$ cat config.mk
export PLATFORM = sky130hd
export DESIGN_NAME = rgba_blend_to_masked_pixel_unit
export DESIGN_NICKNAME = d
export VERILOG_FILES = /design/src/rtl/rgbam_pkg.sv /design/src/rtl/rgbam_blend.sv /design/src/rtl/rgbam_fmt.sv /design/src/rtl/rgbam_scale.sv /design/src/rtl/rgba_blend_to_masked_pixel_unit.sv
export SDC_FILE = /design/constraint.sdc
export NUM_CORES = 2
export LEC_CHECK = 0
export ABC_AREA = 1
export BUFFER_PORTS_ARGS = -buffer_cell sky130_fd_sc_hd__buf_4
export CORE_AREA = 2 2 342 428
export DETAILED_ROUTE_END_ITERATION = 8
export DIE_AREA = 0 0 344 430
export GPL_TIMING_DRIVEN = 1
export PLACE_DENSITY_LB_ADDON = 0.05
export SLEW_MARGIN = 40
export SYNTH_ARGS = -nofsm -noshare
export SYNTH_HDL_FRONTEND = slang
export SYNTH_SLANG_ARGS = --single-unit
$ cat constraint.sdc
create_clock -name clk -period 17.7 [get_ports clk]
set_input_delay 3.54 -clock clk [delete_from_list [all_inputs] [get_ports clk]]
set_output_delay 3.54 -clock clk [all_outputs]
set_load 0.01 [all_outputs]
$ cat src/rtl/rgbam_pkg.sv
`default_nettype none

package rgbam_pkg;

    // Fixed field widths of the pixel interface.
    localparam int CHAN_W    = 8;
    localparam int MASK_W    = 32;
    localparam int PIX_W     = 32;
    localparam int NUM_CHAN  = 3;
    localparam int SHIFT_W   = 5;
    localparam int WIDTH_W   = 6;
    localparam int LO_W      = 7;
    localparam int CFG_IDX_W = 2;

    // Channel order inside the per-channel arrays.
    localparam int CHAN_RED   = 0;
    localparam int CHAN_GREEN = 1;
    localparam int CHAN_BLUE  = 2;

    // Configuration register indexes.
    localparam logic [CFG_IDX_W-1:0] REG_RED_MASK   = 2'd0;
    localparam logic [CFG_IDX_W-1:0] REG_GREEN_MASK = 2'd1;
    localparam logic [CFG_IDX_W-1:0] REG_BLUE_MASK  = 2'd2;

    localparam logic [MASK_W-1:0] RED_MASK_RST   = 32'h00FF_0000;
    localparam logic [MASK_W-1:0] GREEN_MASK_RST = 32'h0000_FF00;
    localparam logic [MASK_W-1:0] BLUE_MASK_RST  = 32'h0000_00FF;

    // floor(x / 255) is exact as (x * 0x8081) >> 23 for any 16-bit x.
    localparam logic [15:0] DIV255_RECIP = 16'h8081;
    localparam int          DIV255_SHIFT = 23;

    typedef logic [NUM_CHAN-1:0][CHAN_W-1:0] rgb8_t;
    typedef logic [NUM_CHAN-1:0][PIX_W-1:0]  chan_word_t;

    // Placement of one channel: floor(v * (2^w - 1) / 255) is split into
    // v * mult_hi + floor(v * mult_lo / 255), then shifted left by shift.
    typedef struct packed {
        logic [SHIFT_W-1:0] shift;
        logic [PIX_W-1:0]   mult_hi;
        logic [LO_W-1:0]    mult_lo;
    } chan_fmt_t;

    typedef chan_fmt_t [NUM_CHAN-1:0] chan_fmt_arr_t;

    function automatic logic [CHAN_W-1:0] div255_16(input logic [15:0] x);
        logic [31:0] prod;
        prod = 32'(x) * 32'(DIV255_RECIP);
        return prod[DIV255_SHIFT +: CHAN_W];
    endfunction

endpackage

`default_nettype wire

$ cat src/rtl/rgbam_blend.sv
`default_nettype none

module rgbam_blend
    import rgbam_pkg::*;
(
    input  wire logic              clk,
    input  wire logic              rst_n,
    input  wire logic              in_valid,
    input  wire rgb8_t             color,
    input  wire logic [CHAN_W-1:0] alpha,
    output logic                   out_valid,
    output rgb8_t                  blended
);

    logic [NUM_CHAN-1:0][15:0] sum_next;
    logic [NUM_CHAN-1:0][15:0] sum_reg;
    rgb8_t                     blend_next;
    rgb8_t                     blend_reg;
    logic                      sum_valid_reg;
    logic                      blend_valid_reg;
    logic [CHAN_W-1:0]         inv_alpha;

    // c*a + 255*(255-a), with 255*k written as (k << 8) - k.
    always_comb
    begin
        inv_alpha = ~alpha;
        for (int c = 0; c < NUM_CHAN; c++)
        begin
            sum_next[c] = 16'(color[c]) * 16'(alpha) + {inv_alpha, 8'h00}
                          - 16'(inv_alpha);
        end
    end

    always_comb
    begin
        for (int c = 0; c < NUM_CHAN; c++)
        begin
            blend_next[c] = div255_16(sum_reg[c]);
        end
    end

    always_ff @(posedge clk)
    begin
        sum_reg   <= sum_next;
        blend_reg <= blend_next;
    end

    always_ff @(posedge clk or negedge rst_n)
    begin
        if (!rst_n)
        begin
            sum_valid_reg   <= 1'b0;
            blend_valid_reg <= 1'b0;
        end
        else
        begin
            sum_valid_reg   <= in_valid;
            blend_valid_reg <= sum_valid_reg;
        end
    end

    assign out_valid = blend_valid_reg;
    assign blended   = blend_reg;

`ifndef SYNTHESIS
    // Blending over white never darkens a channel.
    assert property (@(posedge clk) disable iff (!rst_n)
        out_valid |-> (blended[CHAN_RED] >= $past(color[CHAN_RED], 2)) &&
                      (blended[CHAN_GREEN] >= $past(color[CHAN_GREEN], 2)) &&
                      (blended[CHAN_BLUE] >= $past(color[CHAN_BLUE], 2)))
        else $error("blended channel darker than its source");

    // A fully transparent pixel shows pure white.
    assert property (@(posedge clk) disable iff (!rst_n)
        out_valid && ($past(alpha, 2) == 8'd0) |-> (blended == {NUM_CHAN{8'hFF}}))
        else $error("transparent pixel did not blend to white");
`endif

endmodule

`default_nettype wire

$ cat src/rtl/rgbam_fmt.sv
`default_nettype none

module rgbam_fmt
    import rgbam_pkg::*;
(
    input  wire logic              clk,
    input  wire logic [MASK_W-1:0] mask,
    output chan_fmt_t              fmt
);

    logic [MASK_W-1:0]  low_bit;
    logic [MASK_W-1:0]  run_bits;
    logic [SHIFT_W-1:0] shift_next;
    logic [WIDTH_W-1:0] width_next;
    logic [SHIFT_W-1:0] shift_reg;
    logic [WIDTH_W-1:0] width_reg;
    logic [PIX_W-1:0]   byte_ones;
    logic [2:0]         rem_bits;
    chan_fmt_t          fmt_next;
    chan_fmt_t          fmt_reg;

    // Adding the lowest set bit clears the lowest run of ones; the bits that
    // changed and were set in the mask are that run.
    always_comb
    begin
        low_bit    = mask & (~mask + 32'd1);
        run_bits   = mask & ~(mask + low_bit);
        shift_next = '0;
        for (int i = 0; i < MASK_W; i++)
        begin
            if (low_bit[i])
            begin
                shift_next = shift_next | SHIFT_W'(i);
            end
        end
        width_next = WIDTH_W'($countones(run_bits));
    end

    // Since 256 = 1 mod 255: (2^w - 1) = 255 * (2^r * 0x0101..) + (2^r - 1),
    // with w = 8k + r and k bytes of 0x01.
    always_comb
    begin
        rem_bits  = width_reg[2:0];
        byte_ones = '0;
        for (int i = 0; i < PIX_W / 8; i++)
        begin
            byte_ones[8*i] = (width_reg[WIDTH_W-1:3] > 3'(i));
        end
        fmt_next.shift   = shift_reg;
        fmt_next.mult_hi = byte_ones << rem_bits;
        fmt_next.mult_lo = LO_W'((8'd1 << rem_bits) - 8'd1);
    end

    always_ff @(posedge clk)
    begin
        shift_reg <= shift_next;
        width_reg <= width_next;
        fmt_reg   <= fmt_next;
    end

    assign fmt = fmt_reg;

endmodule

`default_nettype wire

$ cat src/rtl/rgbam_scale.sv
`default_nettype none

module rgbam_scale
    import rgbam_pkg::*;
(
    input  wire logic          clk,
    input  wire logic          rst_n,
    input  wire logic          in_valid,
    input  wire rgb8_t         value,
    input  wire chan_fmt_arr_t fmt,
    output logic               out_valid,
    output chan_word_t         scaled
);

    chan_word_t                hi_reg;
    chan_word_t                hi_d_reg;
    logic [NUM_CHAN-1:0][15:0] lo_reg;
    rgb8_t                     quot_reg;
    chan_word_t                sum_reg;
    logic [2:0]                valid_reg;

    always_ff @(posedge clk)
    begin
        for (int c = 0; c < NUM_CHAN; c++)
        begin
            // The whole product stays below 2^32 because it never exceeds
            // the channel's full-scale value.
            hi_reg[c]   <= PIX_W'(value[c]) * fmt[c].mult_hi;
            lo_reg[c]   <= 16'(value[c]) * 16'(fmt[c].mult_lo);
            quot_reg[c] <= div255_16(lo_reg[c]);
            hi_d_reg[c] <= hi_reg[c];
            sum_reg[c]  <= hi_d_reg[c] + PIX_W'(quot_reg[c]);
        end
    end

    always_ff @(posedge clk or negedge rst_n)
    begin
        if (!rst_n)
        begin
            valid_reg <= '0;
        end
        else
        begin
            valid_reg <= {valid_reg[1:0], in_valid};
        end
    end

    assign out_valid = valid_reg[2];
    assign scaled    = sum_reg;

endmodule

`default_nettype wire

$ cat src/rtl/rgba_blend_to_masked_pixel_unit.sv
`default_nettype none

// Channel    Direction  Signals                                  Beat taken when
// ---------  ---------  ---------------------------------------  ---------------------
// pixel in   input      start, busy, red_in, green_in,           start high, busy low
//                       blue_in, alpha_in
// result     output     done, packed_pixel                       every cycle done is high
// config     input      cfg_write, cfg_index, cfg_wdata          every cycle cfg_write high
//
// One pixel beat may enter on every clock; busy is held low. Each beat passes
// through six register stages: blend sum, divide by 255, scale products,
// divide by 255 again, scale sum, and the packing register. Reset clears
// the valid bits and restores the default 8:8:8 masks; the mask decoders
// settle through their decoder registers after reset or a write.
// The receiver cannot stall, so results are shown for one cycle only.
module rgba_blend_to_masked_pixel_unit
    import rgbam_pkg::*;
#(
    parameter int PIXEL_BITS = 32
)
(
    input  wire logic                 clk,
    input  wire logic                 rst_n,
    input  wire logic                 start,
    output logic                      busy,
    input  wire logic [CHAN_W-1:0]    red_in,
    input  wire logic [CHAN_W-1:0]    green_in,
    input  wire logic [CHAN_W-1:0]    blue_in,
    input  wire logic [CHAN_W-1:0]    alpha_in,
    output logic                      done,
    output logic [PIX_W-1:0]          packed_pixel,
    input  wire logic                 cfg_write,
    input  wire logic [CFG_IDX_W-1:0] cfg_index,
    input  wire logic [MASK_W-1:0]    cfg_wdata
);

    // Mask bits at or above the pixel word width are ignored.
    localparam int unsigned      MASK_BITS = (PIXEL_BITS < MASK_W) ? PIXEL_BITS : MASK_W;
    localparam logic [MASK_W-1:0] WORD_MASK = 32'hFFFF_FFFF >> (MASK_W - MASK_BITS);
    localparam int                LATENCY   = 6;

    logic [NUM_CHAN-1:0][MASK_W-1:0] mask_reg;
    logic [NUM_CHAN-1:0][MASK_W-1:0] mask_eff;
    chan_fmt_arr_t                   fmt;
    rgb8_t                           color_in;
    rgb8_t                           blended;
    logic                            blend_valid;
    chan_word_t                      scaled;
    logic                            scale_valid;
    logic                            accept;
    logic [PIX_W-1:0]                pixel_next;
    logic [PIX_W-1:0]                pixel_reg;
    logic                            done_reg;

    // The pipeline takes a new pixel every cycle.
    assign busy   = 1'b0;
    assign accept = start && !busy;

    // Configuration registers. Writes to an unused index are dropped.
    always_ff @(posedge clk or negedge rst_n)
    begin
        if (!rst_n)
        begin
            mask_reg[CHAN_RED]   <= RED_MASK_RST;
            mask_reg[CHAN_GREEN] <= GREEN_MASK_RST;
            mask_reg[CHAN_BLUE]  <= BLUE_MASK_RST;
        end
        else if (cfg_write)
        begin
            case (cfg_index)
                REG_RED_MASK:   mask_reg[CHAN_RED]   <= cfg_wdata;
                REG_GREEN_MASK: mask_reg[CHAN_GREEN] <= cfg_wdata;
                REG_BLUE_MASK:  mask_reg[CHAN_BLUE]  <= cfg_wdata;
                default:        ;
            endcase
        end
    end

    // Each mask is decoded continuously into a shift and a pair of scale factors.
    // The user must change masks only while no pixel is in flight; the block does not enforce this,
    // and the decoded values are ready before the first pixel reaches the scaler.
    for (genvar c = 0; c < NUM_CHAN; c++)
    begin : g_fmt
        assign mask_eff[c] = mask_reg[c] & WORD_MASK;

        rgbam_fmt u_fmt (
            .clk  (clk),
            .mask (mask_eff[c]),
            .fmt  (fmt[c])
        );
    end

    assign color_in[CHAN_RED]   = red_in;
    assign color_in[CHAN_GREEN] = green_in;
    assign color_in[CHAN_BLUE]  = blue_in;

    // Two stages: blend over white, then the exact divide by 255.
    rgbam_blend u_blend (
        .clk       (clk),
        .rst_n     (rst_n),
        .in_valid  (accept),
        .color     (color_in),
        .alpha     (alpha_in),
        .out_valid (blend_valid),
        .blended   (blended)
    );

    // Three stages: rescale each 8-bit value to its field's full scale.
    rgbam_scale u_scale (
        .clk       (clk),
        .rst_n     (rst_n),
        .in_valid  (blend_valid),
        .value     (blended),
        .fmt       (fmt),
        .out_valid (scale_valid),
        .scaled    (scaled)
    );

    // Final stage: shift each channel into place and merge. The scaled value
    // fits inside its mask run, so nothing spills past the word.
    always_comb
    begin
        pixel_next = '0;
        for (int c = 0; c < NUM_CHAN; c++)
        begin
            pixel_next = pixel_next | (scaled[c] << fmt[c].shift);
        end
    end

    always_ff @(posedge clk)
    begin
        pixel_reg <= pixel_next;
    end

    always_ff @(posedge clk or negedge rst_n)
    begin
        if (!rst_n)
        begin
            done_reg <= 1'b0;
        end
        else
        begin
            done_reg <= scale_valid;
        end
    end

    assign done         = done_reg;
    assign packed_pixel = pixel_reg;

`ifndef SYNTHESIS
    // Every accepted pixel produces a result on done.
    assert property (@(posedge clk) disable iff (!rst_n)
        accept |-> ##LATENCY done)
        else $error("accepted pixel produced no result");

    // No result appears without a pixel accepted at the matching time.
    assert property (@(posedge clk) disable iff (!rst_n)
        done |-> $past(accept, LATENCY))
        else $error("result without a matching input pixel");
`endif

endmodule

`default_nettype wire

==> run metrics <==
status finished, final reports clean; RSZ-0062 raised after global routing no; Hold EP u_scale.hi_d_reg[83]; minimum clock period 7.62 ns; Initial Util between 50% and 60%; Max Buffers Root-to-Sink 3; vias in the first global route 62300; met3 usage 1.89%; Vias 60300; Iter 0 DRT Violations 3104; drt pass-1 iters 5; initial antenna violation count 9; max FFs per register 132; CTS Buf Count 80; DR WL/cell 16.8 µm; asr flop ratio synth between 10% and 20%; Peak VDD IR between 0.15 and 0.2 mV; Syn Inst Count 9839; Final nets 11400; fmax 131 MHz; most common cell in the netlist nand2_1; met2 usage 48.5%; hold slack 0.313 ns; flops & latches, synth around 730; Rel. slew slack between 30 and 40%; total grt overflow 0; Post-CTS Repair Setup Buffers 0; FF-to-FF path depth 27; worst slew pin tran 0.975 ns; HP Start u_scale.hi_reg[83]; cts repair resizes 0; setup TNS 0 ns; die width 344 µm; vias per cell 5.18; final core utilization 54.9%; R2R Path End g_fmt[0].u_fmt.width_reg[5]; CP required ~18 ns; CP max FO 28; Routed Antenna Nets 0; routing usage on met1 33.3%; total power 10.8 mW; clock skew around 0.046 ns; CTS Sinks 728; EDFF count, synth 0; Netlist cell types 66; gr usage total 26.9%; pin count of the biggest net entering global routing 75; Clock Tree Root clkbuf_16; IO Port Bufs roughly 100; # IOs 104; # rows 156; DRC Markers 0; GR peak layer met2; WP data arrival 8.23 ns; synth top area cells fa_1 (21%), dfxtp_1 (17%), ha_1 (14%), nand2_1 (13%), inv_1 (9.5%); fraction of layout cells with a size suffix above 1 between 3 and 4%; Synthesis Warnings 0; PwrDens 136 mW/mm²; min-delay worst type reg -> reg; Area Overhead vs Synth 6.39%; Hold Buf Count CTS 0; leakage power 42.5 nW; post-synthesis area per instance 7.55 µm²; Synth area leader fa_1; Worst Hold Depth 0; core area 0.144 mm²; Tcrit/Tclk final 43.1%; first-pass GRT wire length 319000 µm; RR Startpoint mask_eff[0]; routability cong. 0.945; endpoints failing hold 0; CP endpoint kind register; H-tree lvl count 3; Crit Path Category in -> reg; Setup crit start kind input pin; Worst-Skew Late Latency 0.70 ns; hpwl dp around 160000 µm; ys flop type dfxtp_1; max cap viols 0; internal reg-to-reg setup slack 10.37 ns; Die Height 430 µm; CTS tree built; pins over their slew limit 0; total wire length 195000 µm; synth cell count leaders nand2_1 (2509), inv_1 (1888), ha_1 (823); fill count around 14000; clock slew at reported path FFs ~0.06 ns; Mapped Area between 0.07 and 0.08 mm²; final setup violation count 0; Synth top area share 21.1%; sequential area share after synthesis 20.3%; die area 0.148 mm²
layout by cell type (no fill, tap or decap), types with 12 or more instances in the layout:
cell       count
nand2_1     2509
inv_1       1884
ha_1         823
fa_1         783
nor2_1       621
dfxtp_1      621
o21ai_0      492
a21oi_1      398
nand3_1      343
xor2_1       209
buf_4        132
xnor2_1      127
nor3_1        96
clkbuf_16     80
dfrtp_1       78
nand4_1       67
a31oi_1       33
o211ai_1      29
o21ai_1       24
dfstp_2       24
mux2i_1       23
nor2_2        22
nor4_1        20
o21bai_1      20
o21a_1        20
o2111ai_1     18
a21o_1        16
nand3b_1      14
clkbuf_1      14
inv_2         13
clkinv_2      12
worst max-delay path by stage:
stage	cells after the start	end	slack, ns	from
global route	21	u_blend.sum_reg[47]	9.73	alpha_in[0]
finish	21	u_blend.sum_reg[47]	10.08	alpha_in[0]
floorplan	22	u_blend.sum_reg[47]	9.60	alpha_in[3]
detailed placement	21	u_blend.sum_reg[47]	9.37	alpha_in[3]
CTS	21	u_blend.sum_reg[47]	10.10	alpha_in[3]
global placement	21	u_blend.sum_reg[47]	9.35	alpha_in[0]
layer usage:
layer / wire, µm / vias to the layer above / share of wire, %
met4: 7600 / 0 / 3.9
met2: 98500 / 1066 / 50
li1: - / 30000 / -
met3: 5840 / 341 / 3.0
met5: 0 / - / 0
met1: 83200 / 29000 / 43
metrics by stage:
step | cell area [µm²] | instances | worst slack (ns)
detailed placement | 76200 | 11500 | 9.37
global placement | 76200 | 11500 | 9.35
global route | 79000 | 11700 | 9.73
finish | 79000 | 11700 | 10.08
CTS | 79000 | 11700 | 10.10
floorplan | 74300 | 9842 | 9.60
cell type report:
| class | count | area, µm² | share of cell area (%) |
|---|---|---|---|
| Multi-Input combinational cell | 6843 | 50600 | 64.0 |
| Tap cell | 1896 | 2370 | 3.00 |
| Antenna cell | 1 | 2.50 | 0.00317 |
| Timing Repair Buffer | 133 | 1000 | 1.27 |
| Clock inverter | 45 | 669 | 0.847 |
| Clock buffer | 101 | 2150 | 2.72 |
| Inverter | 1904 | 7150 | 9.04 |
| Sequential cell | 728 | 15100 | 19.1 |
critical path, cell delays in order:
cell and delay, ns:
buf_4 0.33, nand2_1 0.14, fa_1 0.56, inv_1 0.05, fa_1 0.48, fa_1 0.46
fa_1 0.51, inv_1 0.05, fa_1 0.47, inv_1 0.04, ha_1 0.34, nand2_1 0.09
inv_1 0.05, nand4_1 0.08, nand3_1 0.12, a21boi_0 0.29, o21ai_0 0.18, a21oi_1 0.16
nor2_1 0.05, nor2_1 0.10, xnor2_1 0.13
where the power goes:
| group | switching [mW] | internal (mW) |
|---|---|---|
| registers | 0.375 | 2.03 |
| clock network | 0.743 | 1.04 |
| logic | 4.05 | 2.53 |
cell families after synthesis:
family                   after synthesis  share of synthesized area, %
flip-flops                           728                          20.3
AO/OA/AOI/OAI                       1116                          8.21
buffers and inverters               2271                          11.6
other                                  1                       0.00505
XOR/XNOR                             336                          3.96
adder cells (fa/ha/maj)             1606                          35.0
multiplexers                          23                         0.310
AND/OR/NAND/NOR                     3758                          20.6
Power figures use the tool's default switching activity.
